<file path="src/hdl/mqps_pkg.sv">
// types, phase codes and tag codes shared by the mqtt packet stream parser
`default_nettype none
package mqps_pkg;

	localparam int LEN_W   = 28;
	localparam int HALF_W  = 16;

	// parse phases
	localparam logic [3:0] PH_HEADER  = 4'd0;
	localparam logic [3:0] PH_LENGTH  = 4'd1;
	localparam logic [3:0] PH_OTHER   = 4'd2;
	localparam logic [3:0] PH_TL_HI   = 4'd3;
	localparam logic [3:0] PH_TL_LO   = 4'd4;
	localparam logic [3:0] PH_TOPIC   = 4'd5;
	localparam logic [3:0] PH_PID_HI  = 4'd6;
	localparam logic [3:0] PH_PID_LO  = 4'd7;
	localparam logic [3:0] PH_PAYLOAD = 4'd8;
	localparam logic [3:0] PH_SKIP    = 4'd9;

	// byte roles
	localparam logic [2:0] ROLE_TYPE    = 3'd0;
	localparam logic [2:0] ROLE_LENGTH  = 3'd1;
	localparam logic [2:0] ROLE_TOPIC_LEN = 3'd2;
	localparam logic [2:0] ROLE_TOPIC   = 3'd3;
	localparam logic [2:0] ROLE_PKT_ID  = 3'd4;
	localparam logic [2:0] ROLE_PAYLOAD = 3'd5;
	localparam logic [2:0] ROLE_OTHER   = 3'd6;
	localparam logic [2:0] ROLE_SKIPPED = 3'd7;

	// error codes
	localparam logic [2:0] ERR_NONE       = 3'd0;
	localparam logic [2:0] ERR_MALFORMED  = 3'd1;
	localparam logic [2:0] ERR_TOO_SHORT  = 3'd2;
	localparam logic [2:0] ERR_TOPIC_OVF  = 3'd3;
	localparam logic [2:0] ERR_NO_PKT_ID  = 3'd4;

	localparam logic [3:0] TYPE_PUBLISH = 4'd3;

	typedef struct packed {
		logic [3:0]        phase;
		logic [1:0]        len_cnt;
		logic [LEN_W-1:0]  len_acc;
		logic [LEN_W-1:0]  body_left;
		logic [3:0]        ptype;
		logic [3:0]        flags;
		logic [HALF_W-1:0] topic_len;
		logic [HALF_W-1:0] topic_left;
		logic [HALF_W-1:0] pkt_id;
		logic [2:0]        err;
	} state_t;

	typedef struct packed {
		logic [7:0]        data_byte;
		logic [2:0]        byte_role;
		logic [3:0]        packet_type;
		logic [3:0]        header_flags;
		logic [LEN_W-1:0]  remaining_length;
		logic [HALF_W-1:0] topic_length;
		logic [HALF_W-1:0] packet_id;
		logic [2:0]        error_code;
		logic              end_of_packet;
	} result_t;

endpackage
`default_nettype wire

</file>
<file path="src/hdl/mqps_rx_if.sv">
// received byte channel
`default_nettype none
interface mqps_rx_if;
	logic       valid;
	logic       ready;
	logic [7:0] rx_byte;

	modport source (output valid, output rx_byte, input ready);
	modport sink (input valid, input rx_byte, output ready);
endinterface
`default_nettype wire

</file>
<file path="src/hdl/mqps_result_if.sv">
// tagged byte result channel
`default_nettype none
interface mqps_result_if;
	logic        valid;
	logic        ready;
	logic [7:0]  data_byte;
	logic [2:0]  byte_role;
	logic [3:0]  packet_type;
	logic [3:0]  header_flags;
	logic [27:0] remaining_length;
	logic [15:0] topic_length;
	logic [15:0] packet_id;
	logic [2:0]  error_code;
	logic        end_of_packet;

	modport source (output valid, output data_byte, output byte_role, output packet_type,
		output header_flags, output remaining_length, output topic_length,
		output packet_id, output error_code, output end_of_packet, input ready);
	modport sink (input valid, input data_byte, input byte_role, input packet_type,
		input header_flags, input remaining_length, input topic_length,
		input packet_id, input error_code, input end_of_packet, output ready);
endinterface
`default_nettype wire

</file>
<file path="src/hdl/mqps_step.sv">
// next-state and byte tag logic for one received byte
`default_nettype none
module mqps_step
	import mqps_pkg::*;
#(
	parameter int MAX_LENGTH_BYTES = 4
) (
	input  wire state_t     cur,
	input  wire logic [7:0] rx_byte,
	output state_t          nxt,
	output result_t         res
);

	logic [3:0]       ph;
	logic [2:0]       role;
	logic             eop;
	logic [LEN_W-1:0] shifted;
	logic [LEN_W-1:0] acc;
	logic [LEN_W-1:0] body;
	logic [15:0]      tl;
	logic [15:0]      tleft;
	logic             qos_nz;
	logic [3:0]       after_topic;
	logic             last_len;

	assign qos_nz      = cur.flags[2:1] != 2'b00;
	assign after_topic = qos_nz ? PH_PID_HI : PH_PAYLOAD;
	assign last_len    = ({1'b0, cur.len_cnt} + 3'd1) >= 3'(MAX_LENGTH_BYTES);
	assign acc         = cur.len_acc | shifted;
	assign body        = cur.body_left - LEN_W'(1);
	assign tl          = cur.topic_len | {8'h00, rx_byte};
	assign tleft       = cur.topic_left - 16'd1;

	always_comb begin
		unique case (cur.len_cnt)
			2'd0: shifted = LEN_W'(rx_byte[6:0]);
			2'd1: shifted = LEN_W'(rx_byte[6:0]) << 7;
			2'd2: shifted = LEN_W'(rx_byte[6:0]) << 14;
			default: shifted = LEN_W'(rx_byte[6:0]) << 21;
		endcase
	end

	always_comb begin
		nxt  = cur;
		role = ROLE_TYPE;
		eop  = 1'b0;
		ph   = cur.phase;
		if (ph > PH_SKIP || (ph >= PH_OTHER && cur.body_left == '0)) begin
			ph = PH_HEADER;
		end
		if (ph == PH_HEADER) begin
			role           = ROLE_TYPE;
			nxt.ptype      = rx_byte[7:4];
			nxt.flags      = rx_byte[3:0];
			nxt.len_cnt    = '0;
			nxt.len_acc    = '0;
			nxt.body_left  = '0;
			nxt.topic_len  = '0;
			nxt.topic_left = '0;
			nxt.pkt_id     = '0;
			nxt.err        = ERR_NONE;
			ph             = PH_LENGTH;
		end else if (ph == PH_LENGTH) begin
			role        = ROLE_LENGTH;
			nxt.len_acc = acc;
			if (rx_byte[7]) begin
				if (last_len) begin
					nxt.err = ERR_MALFORMED;
					eop     = 1'b1;
					ph      = PH_HEADER;
				end else begin
					nxt.len_cnt = cur.len_cnt + 2'd1;
				end
			end else begin
				nxt.body_left = acc;
				if (cur.ptype == TYPE_PUBLISH) begin
					if (acc < LEN_W'(2)) begin
						nxt.err = ERR_TOO_SHORT;
						ph      = PH_SKIP;
					end else begin
						ph = PH_TL_HI;
					end
				end else begin
					ph = PH_OTHER;
				end
				if (acc == '0) begin
					eop = 1'b1;
					ph  = PH_HEADER;
				end
			end
		end else begin
			nxt.body_left = body;
			unique case (ph)
				PH_OTHER: role = ROLE_OTHER;
				PH_TL_HI: begin
					role          = ROLE_TOPIC_LEN;
					nxt.topic_len = {rx_byte, 8'h00};
					ph            = PH_TL_LO;
				end
				PH_TL_LO: begin
					role           = ROLE_TOPIC_LEN;
					nxt.topic_len  = tl;
					nxt.topic_left = tl;
					if (LEN_W'(tl) + LEN_W'(2) > cur.len_acc) begin
						nxt.err = ERR_TOPIC_OVF;
						ph      = PH_SKIP;
					end else if (qos_nz && (LEN_W'(tl) + LEN_W'(4) > cur.len_acc)) begin
						nxt.err = ERR_NO_PKT_ID;
						ph      = PH_SKIP;
					end else if (tl != '0) begin
						ph = PH_TOPIC;
					end else begin
						ph = after_topic;
					end
				end
				PH_TOPIC: begin
					role           = ROLE_TOPIC;
					nxt.topic_left = tleft;
					if (tleft == '0) begin
						ph = after_topic;
					end
				end
				PH_PID_HI: begin
					role       = ROLE_PKT_ID;
					nxt.pkt_id = {rx_byte, 8'h00};
					ph         = PH_PID_LO;
				end
				PH_PID_LO: begin
					role       = ROLE_PKT_ID;
					nxt.pkt_id = cur.pkt_id | {8'h00, rx_byte};
					ph         = PH_PAYLOAD;
				end
				PH_PAYLOAD: role = ROLE_PAYLOAD;
				default: role = ROLE_SKIPPED;
			endcase
			if (body == '0) begin
				eop = 1'b1;
				ph  = PH_HEADER;
			end
		end
		nxt.phase = ph;
	end

	always_comb begin
		res.data_byte        = rx_byte;
		res.byte_role        = role;
		res.packet_type      = nxt.ptype;
		res.header_flags     = nxt.flags;
		res.remaining_length = nxt.len_acc;
		res.topic_length     = nxt.topic_len;
		res.packet_id        = nxt.pkt_id;
		res.error_code       = nxt.err;
		res.end_of_packet    = eop;
	end

endmodule
`default_nettype wire

</file>
<file path="src/hdl/mqtt_packet_stream_parser_core.sv">
// mqtt packet stream parser top level: input register, parse step, result register
//
//  channel  dir  payload                                   handshake
//  rx       in   rx_byte                                   valid/ready
//  result   out  data_byte, byte_role, packet_type, ...    valid/ready
//
// one byte per cycle while no result stalls; a byte goes from its transaction into
// the input register, then through the parse step into the result register
// arst_n clears the parse state and both valid flags
// a stalled result holds the pipe; rx stays ready while the input register is empty
// or can move on in the same cycle
`default_nettype none
module mqtt_packet_stream_parser_core
	import mqps_pkg::*;
#(
	parameter int MAX_LENGTH_BYTES = 4
) (
	input  wire logic     clk,
	input  wire logic     arst_n,
	mqps_rx_if.sink       rx,
	mqps_result_if.source result
);

	logic       valid_s1;
	logic [7:0] byte_s1;
	logic       out_valid_q;
	result_t    res_q;
	state_t     state_q;
	state_t     state_nxt;
	result_t    res_nxt;
	logic       adv;

	assign adv      = valid_s1 && (!out_valid_q || result.ready);
	assign rx.ready = !valid_s1 || adv;

	mqps_step #(
		.MAX_LENGTH_BYTES(MAX_LENGTH_BYTES)
	) u_step (
		.cur    (state_q),
		.rx_byte(byte_s1),
		.nxt    (state_nxt),
		.res    (res_nxt)
	);

	always_ff @(posedge clk or negedge arst_n) begin
		if (!arst_n) begin
			valid_s1 <= 1'b0;
		end else if (rx.valid && rx.ready) begin
			valid_s1 <= 1'b1;
		end else if (adv) begin
			valid_s1 <= 1'b0;
		end
	end

	always_ff @(posedge clk) begin
		if (rx.valid && rx.ready) begin
			byte_s1 <= rx.rx_byte;
		end
	end

	always_ff @(posedge clk or negedge arst_n) begin
		if (!arst_n) begin
			state_q     <= '0;
			out_valid_q <= 1'b0;
		end else if (adv) begin
			state_q     <= state_nxt;
			out_valid_q <= 1'b1;
		end else if (result.ready) begin
			out_valid_q <= 1'b0;
		end
	end

	always_ff @(posedge clk) begin
		if (adv) begin
			res_q <= res_nxt;
		end
	end

	assign result.valid            = out_valid_q;
	assign result.data_byte        = res_q.data_byte;
	assign result.byte_role        = res_q.byte_role;
	assign result.packet_type      = res_q.packet_type;
	assign result.header_flags     = res_q.header_flags;
	assign result.remaining_length = res_q.remaining_length;
	assign result.topic_length     = res_q.topic_length;
	assign result.packet_id        = res_q.packet_id;
	assign result.error_code       = res_q.error_code;
	assign result.end_of_packet    = res_q.end_of_packet;

endmodule
`default_nettype wire
</file>
<file path="src/flat_wrapper.sv">
// flat-port wrapper written by rule: the top's interface ports become plain ports
module mqtt_packet_stream_parser_core_flat import mqps_pkg::*;
#(
	parameter int MAX_LENGTH_BYTES = 4
)
  (clk, arst_n, rx_valid, rx_rx_byte, rx_ready, result_valid, result_data_byte, result_byte_role, result_packet_type, result_header_flags, result_remaining_length, result_topic_length, result_packet_id, result_error_code, result_end_of_packet, result_ready);
  mqps_rx_if rx_i ();
  mqps_result_if result_i ();
  input  wire logic clk;
  input  wire logic arst_n;
  input wire logic [$bits(rx_i.valid)-1:0] rx_valid;
  input wire logic [$bits(rx_i.rx_byte)-1:0] rx_rx_byte;
  output wire logic [$bits(rx_i.ready)-1:0] rx_ready;
  output wire logic [$bits(result_i.valid)-1:0] result_valid;
  output wire logic [$bits(result_i.data_byte)-1:0] result_data_byte;
  output wire logic [$bits(result_i.byte_role)-1:0] result_byte_role;
  output wire logic [$bits(result_i.packet_type)-1:0] result_packet_type;
  output wire logic [$bits(result_i.header_flags)-1:0] result_header_flags;
  output wire logic [$bits(result_i.remaining_length)-1:0] result_remaining_length;
  output wire logic [$bits(result_i.topic_length)-1:0] result_topic_length;
  output wire logic [$bits(result_i.packet_id)-1:0] result_packet_id;
  output wire logic [$bits(result_i.error_code)-1:0] result_error_code;
  output wire logic [$bits(result_i.end_of_packet)-1:0] result_end_of_packet;
  input wire logic [$bits(result_i.ready)-1:0] result_ready;
  assign rx_i.valid = rx_valid;
  assign rx_i.rx_byte = rx_rx_byte;
  assign rx_ready = rx_i.ready;
  assign result_valid = result_i.valid;
  assign result_data_byte = result_i.data_byte;
  assign result_byte_role = result_i.byte_role;
  assign result_packet_type = result_i.packet_type;
  assign result_header_flags = result_i.header_flags;
  assign result_remaining_length = result_i.remaining_length;
  assign result_topic_length = result_i.topic_length;
  assign result_packet_id = result_i.packet_id;
  assign result_error_code = result_i.error_code;
  assign result_end_of_packet = result_i.end_of_packet;
  assign result_i.ready = result_ready;
  mqtt_packet_stream_parser_core #(.MAX_LENGTH_BYTES(MAX_LENGTH_BYTES)) u_core (.clk(clk), .arst_n(arst_n), .rx(rx_i), .result(result_i));
endmodule
</file>
<file path="config.mk">
export PLATFORM = sky130hd
export DESIGN_NAME = mqtt_packet_stream_parser_core_flat
export DESIGN_NICKNAME = d
export VERILOG_FILES = /design/src/hdl/mqps_pkg.sv /design/src/hdl/mqps_rx_if.sv /design/src/hdl/mqps_result_if.sv /design/src/hdl/mqps_step.sv /design/src/hdl/mqtt_packet_stream_parser_core.sv /design/src/flat_wrapper.sv
export SDC_FILE = /design/constraint.sdc
export NUM_CORES = 1
export LEC_CHECK = 0
export ABC_AREA = 1
export BUFFER_PORTS_ARGS = -buffer_cell sky130_fd_sc_hd__buf_2
export CAP_MARGIN = 25
export CORE_MARGIN = 8
export CORE_UTILIZATION = 40
export DETAILED_ROUTE_END_ITERATION = 10
export HOLD_SLACK_MARGIN = 0.02
export SYNTH_ARGS = -nofsm -noshare
export SYNTH_HDL_FRONTEND = slang
export SYNTH_SLANG_ARGS = --single-unit
</file>
<file path="constraint.sdc">
create_clock -name clk -period 11.1 [get_ports clk]
set_input_delay 0.555 -clock clk [delete_from_list [all_inputs] [get_ports clk]]
set_output_delay 0.555 -clock clk [all_outputs]
set_load 0.03 [all_outputs]
</file>
# After elaboration in Yosys (flattened, before gate mapping)
# Index checks and enable logic that the tools add are counted.
dict set report word_totals {
  wordCells 127
  output_inout_bits 85
  n_memories 0
  regBits 214
  rom_bits 0
  ram_bits 0
  latchBits 0
  input_bits 12
}
dict set report classes {
  div_mod_pow 0
  muxes 47
  n_lt_le_gt_ge 6
  n_shift 0
  reduce_logical 28
  multipliers 0
  bitwise_logic 3
  n_eq_ne 14
  addsub 6
}
# op count
set op_table {}
lappend op_table {{16-bit case mux with 2 select lines} 3}
lappend op_table {{28-bit zero test} 3}
lappend op_table {{28-bit case mux with 3 select lines} 1}
lappend op_table {{58-bit two-way mux} 1}
lappend op_table {{17-bit by 28-bit greater-than comparator with 1-bit output} 2}
lappend op_table {{28-bit two-way mux} 2}
lappend op_table {{4-bit two-way mux} 14}
lappend op_table {{51-bit two-way mux} 1}
lappend op_table {{48-bit two-way mux} 1}
lappend op_table {{16-bit by 8-bit OR with 16-bit output} 2}
lappend op_table {{30-bit two-way mux} 1}
lappend op_table {{28-bit by 2-bit < comparator with 1-bit output (second input constant)} 1}
lappend op_table {{28-bit OR} 1}
lappend op_table {{28-bit by 1-bit subtractor with 28-bit output (second input constant)} 1}
lappend op_table {{3-bit two-way mux} 8}
lappend op_table {{4-bit case mux with 5 select lines} 1}
lappend op_table {{16-bit by 2-bit adder with 17-bit output (second input constant)} 1}
lappend op_table {{16-bit by 3-bit adder with 17-bit output (second input constant)} 1}
lappend op_table {{4-bit by 3-bit == test with 1-bit output (second input constant)} 4}
lappend op_table {{16-bit zero test} 1}
lappend op_table {{16-bit nonzero test} 1}
lappend op_table {{16-bit by 1-bit subtractor with 16-bit output (second input constant)} 1}
lappend op_table {{3-bit case mux with 5 select lines} 1}
lappend op_table {{4-bit by 2-bit == test with 1-bit output (second input constant)} 3}
lappend op_table {{26 further kinds} 48}

# Logic depth before layout (Yosys ltp)
dict set report logic_depth {
  ltp_word 10
  mapped_depth 28
  mapped_depth_nobuf 27
}

# Modules after synthesis
# Synthesis repeated with hierarchy kept, for this count alone.
dict set report unflattened {
  cells_unflattened 1836
  hier_area_um2 14083.5
}
# module seq_area_each_um2 cells_each area_each_um2 n_inst
set by_module_without_submodules {}
lappend by_module_without_submodules {mqtt_packet_stream_parser_core 5810.6 626 7581.0 1}
lappend by_module_without_submodules {mqps_step 0.0 1210 6502.5 1}

# Worst setup path before layout
# OpenSTA, ideal clock, no wires.
dict set report synth_timing {
  path_type {input -> register}
  start {input port result_ready}
  end {register u_core.res_q, in the netlist u_core.result.byte_role[0], enable pin}
  setup_ns 0.479
  arrival_time_ns 3.746
  n_path_buf 2
  slack_ns 6.875
  required_ns 10.621
  path_stages 6
  path_cell_list {inv_1 nand2_1 nand2_1 clkinv_1 clkbuf_1 buf_1}
}
dict set report synth_via {
  elab_chain_len 2
}
# element line
set synth_rtl {}
lappend synth_rtl {{start: declaration} flat_wrapper.sv:24} ;# input wire logic [$bits(result_i.ready)-1:0] result_ready;
lappend synth_rtl {{1-bit logical OR} mqtt_packet_stream_parser_core.sv:33} ;# assign adv = valid_s1 && (!out_valid_q || result.ready);
lappend synth_rtl {{1-bit logical AND} mqtt_packet_stream_parser_core.sv:33}
lappend synth_rtl {{net u_core.adv} mqtt_packet_stream_parser_core.sv:31} ;# logic adv;
lappend synth_rtl {{end signal: assignment} mqtt_packet_stream_parser_core.sv:75} ;# res_q <= res_nxt;
lappend synth_rtl {{end: declaration} mqtt_packet_stream_parser_core.sv:27} ;# result_t res_q;
# The timed path passes the listed nets, and every way through them passes these cells.
# A chain may end at the register's enable or synchronous reset.

==> run metrics <==
# port buffers=96; total wire length=37.5 mm; maxcap violations=0; Crit Path Max Fanout=10; Least-Margin Pin Slew=0.812 ns; Fill cells=3,064; TritonCTS clock tree=done; leakage=0.00649 uW; R2R Path Start=u_core.byte_s1[2]; final worst-path cycle share=40.9%; Final Power=4480 uW; layout cells sized above 1=13.1%; max-slew violations=0; Synth cell types=47; number of flops mapped to enable cells by yosys=91; Post-DRT Antenna Nets=0; Startpoint Class=flip-flop; CTS resizes=0; core footprint=0.0307 mm2; critical path arrival=5.02 ns; min Tclk post-route=4.54 ns; Sw Ratio=48.4%; setup TNS=0 ns; Hold Crit Class=input port to asynchronous set/reset pin; Worst-path clk slew=0.06 ns; Synth Register Bits=214; die area=0.0372 mm2; initial antenna violation count=0; Async S/R FF share, synth=57.5%; largest net degree at the start of global routing=69; HPWL after DPL=27.1 mm; Pre-antenna DRT Iters=6; RR Endpoint=u_core.state_q[0]; Layout Area Growth over Synthesis=13.0%; Core Util, Final=46.0%; WL per Instance=18.5 um; Clock Tree Root=clkbuf_16; clock sinks=214; post-synth top area share=24.6%; Worst slew margin=45.8%; top_reg_cell synth=dfrtp_1; P_sw=2170 uW; Req. time, crit path=11.58 ns; Final Hold Vio Count=0; Crit Path Category=flip-flop to flip-flop; Layout Skew=0.00960 ns; total congestion overflow=0; Clock Latency Late Sink=0.54 ns; fin worst setup slack=6.56 ns; initial DRC count=925; Ys Warns=0; post-synthesis sequential area ratio=46.4%; FMAX=0.220 GHz; RD Place Congestion=0.926; Post-Syn Area=0.0125 mm2; Reg power frac=30.4%; post-synthesis cell count=1,539; H-tree Lvls=1; R2R Setup Slk=6.56 ns; TritonCTS Buffers=25; status=finished clean; vias in the first global route=10,513; Die Ht=193 um; Die W=193 um; most frequent cells in the layout=nand2_1 (372), inv_1 (163), o21ai_0 (150), nor2_1 (138), dfrtp_1 (123); power per cell area=317 mW/mm2; clk buf depth=3; Clock Power Share=18.0%; synth top area cells=dfrtp_1 (25%), edfxtp_1 (22%), nand2_1 (11%); nets=1,674; register area=0.00581 mm2; buffer count from post-CTS setup fixing=0; ANT cells=0; I/O pin count=97; area of the multi-input gates=0.00571 mm2; pre-CTS setup slack=6.78 ns; Via Count=10,847; net count after synthesis=1,595; DRC errors left=0; via/cell ratio=5.34; Initial Util=40.7%; Row Count=64; R2R depth=23; All-Layer GR Usage=20.3%; worst hold-check slack=0.0869 ns; hold buffer count at cts=0; Int Power=2310 uW; combinational power share=51.5%; global-route wire length before repair=59.2 mm; syn avg cell area=8.14 um2; RSZ-0062 raised after global routing=no; most common cell after layout, fill and taps aside=nand2_1; area leader, netlist=dfrtp_1; Setup violations, final=0; Worst Setup End Kind=flip-flop; VDD IR max=193 uV
## cell families after synthesis
kind of cell	Yosys count	synth area share, %
simple gates	685	23.8
buf+inv	242	7.95
fa+ha+maj	44	4.40
compound gates	316	14.8
flops	214	46.4
xor+xnor	38	2.66
## worst max-delay path by stage
stage	startpoint	endpoint	slack (ns)	depth (start not counted)
final	u_core.byte_s1[2]	u_core.state_q[0]	6.56	23
after global routing	u_core.byte_s1[2]	u_core.state_q[0]	6.21	23
after CTS	u_core.byte_s1[2]	u_core.state_q[0]	6.73	23
after detailed placement	u_core.byte_s1[2]	u_core.state_q[0]	6.78	23
after global placement	u_core.byte_s1[2]	u_core.result.error_code[0]	6.86	23
after floorplan	result_ready	u_core.result.byte_role[0]	6.87	6
## layout make-up
| cell class | count | area share [%] |
|---|---|---|
| Inverter | 186 | 5.08 |
| Multi-Input combinational cell | 1083 | 40.4 |
| Clock buffer | 34 | 5.01 |
| Tap cell | 396 | 3.50 |
| Sequential cell | 214 | 41.1 |
| Clock inverter | 10 | 0.628 |
| Timing Repair Buffer | 108 | 4.33 |
## registers in the layout (all words and copies together), names as in the netlist
register                        cells
u_core.state_q                    121
u_core.result.packet_id            16
u_core.result.byte_role             3
u_core.result.data_byte             8
u_core.result.end_of_packet         1
u_core.result.topic_length         16
u_core.result.valid                 1
u_core.valid_s1                     1
u_core.result.error_code            3
u_core.result.packet_type           4
u_core.byte_s1                      8
u_core.result.remaining_length     28
u_core.result.header_flags          4
## cell usage after synthesis (3+ instances only)
master,number
nand2_1,372
inv_1,163
o21ai_0,150
nor2_1,138
dfrtp_1,123
nand3_1,99
edfxtp_1,91
ha_1,44
a21oi_1,42
xor2_1,36
o21ai_1,32
o21a_1,29
buf_2,23
nand4_1,22
o22ai_1,21
clkbuf_1,18
nor3_1,18
inv_2,13
o22ai_2,13
a31oi_1,11
nand2_2,7
nor2_2,7
o211ai_1,6
buf_1,5
buf_4,5
clkinv_1,5
inv_4,4
nand2_4,4
nor2_8,4
o21ai_2,4
buf_6,3
nand3_2,3
nor4_1,3
o21bai_1,3
## power groups by stage
stage | logic (uW) | registers, uW | clock network [uW]
after global routing | 2580 | 1400 | 858
final | 2310 | 1360 | 808
after floorplan | 1510 | 1520 | 0
after global placement | 2260 | 1370 | 0
after CTS | 2300 | 1360 | 824
after detailed placement | 2290 | 1370 | 0
## routing by layer
metal	GRT usage [%]	vias up	part of all wire, %
met5	0	-	0
met3	3.85	55	7.5
met4	6.24	0	2.9
met1	28.1	5118	45
met2	31.8	370	45
li1	-	5304	-
## worst max-delay path, stage by stage, from the launching register on
cell      delay, ns
edfxtp_1       0.82
nor2_1         0.27
inv_1          0.19
ha_1           0.16
inv_1          0.07
nor3_1         0.36
nand2_1        0.20
nor2_1         0.20
nand2_1        0.13
nor3_1         0.20
xor2_1         0.10
ha_1           0.29
nand2_1        0.06
nor2_1         0.11
nand2_1        0.07
nor4b_1        0.38
nand2_1        0.10
o21ai_0        0.10
nand3_1        0.20
nand2_1        0.11
nand2_1        0.05
o21ai_1        0.14
nand2_1        0.08
nand2_1        0.07
## through the flow
step	instance area, um2	std cells
after floorplan	12500	1539
after global placement	13300	1985
after detailed placement	13300	1986
after CTS	14100	2030
after global routing	14100	2031
final	14100	2031
Power figures use the tool's default switching activity.
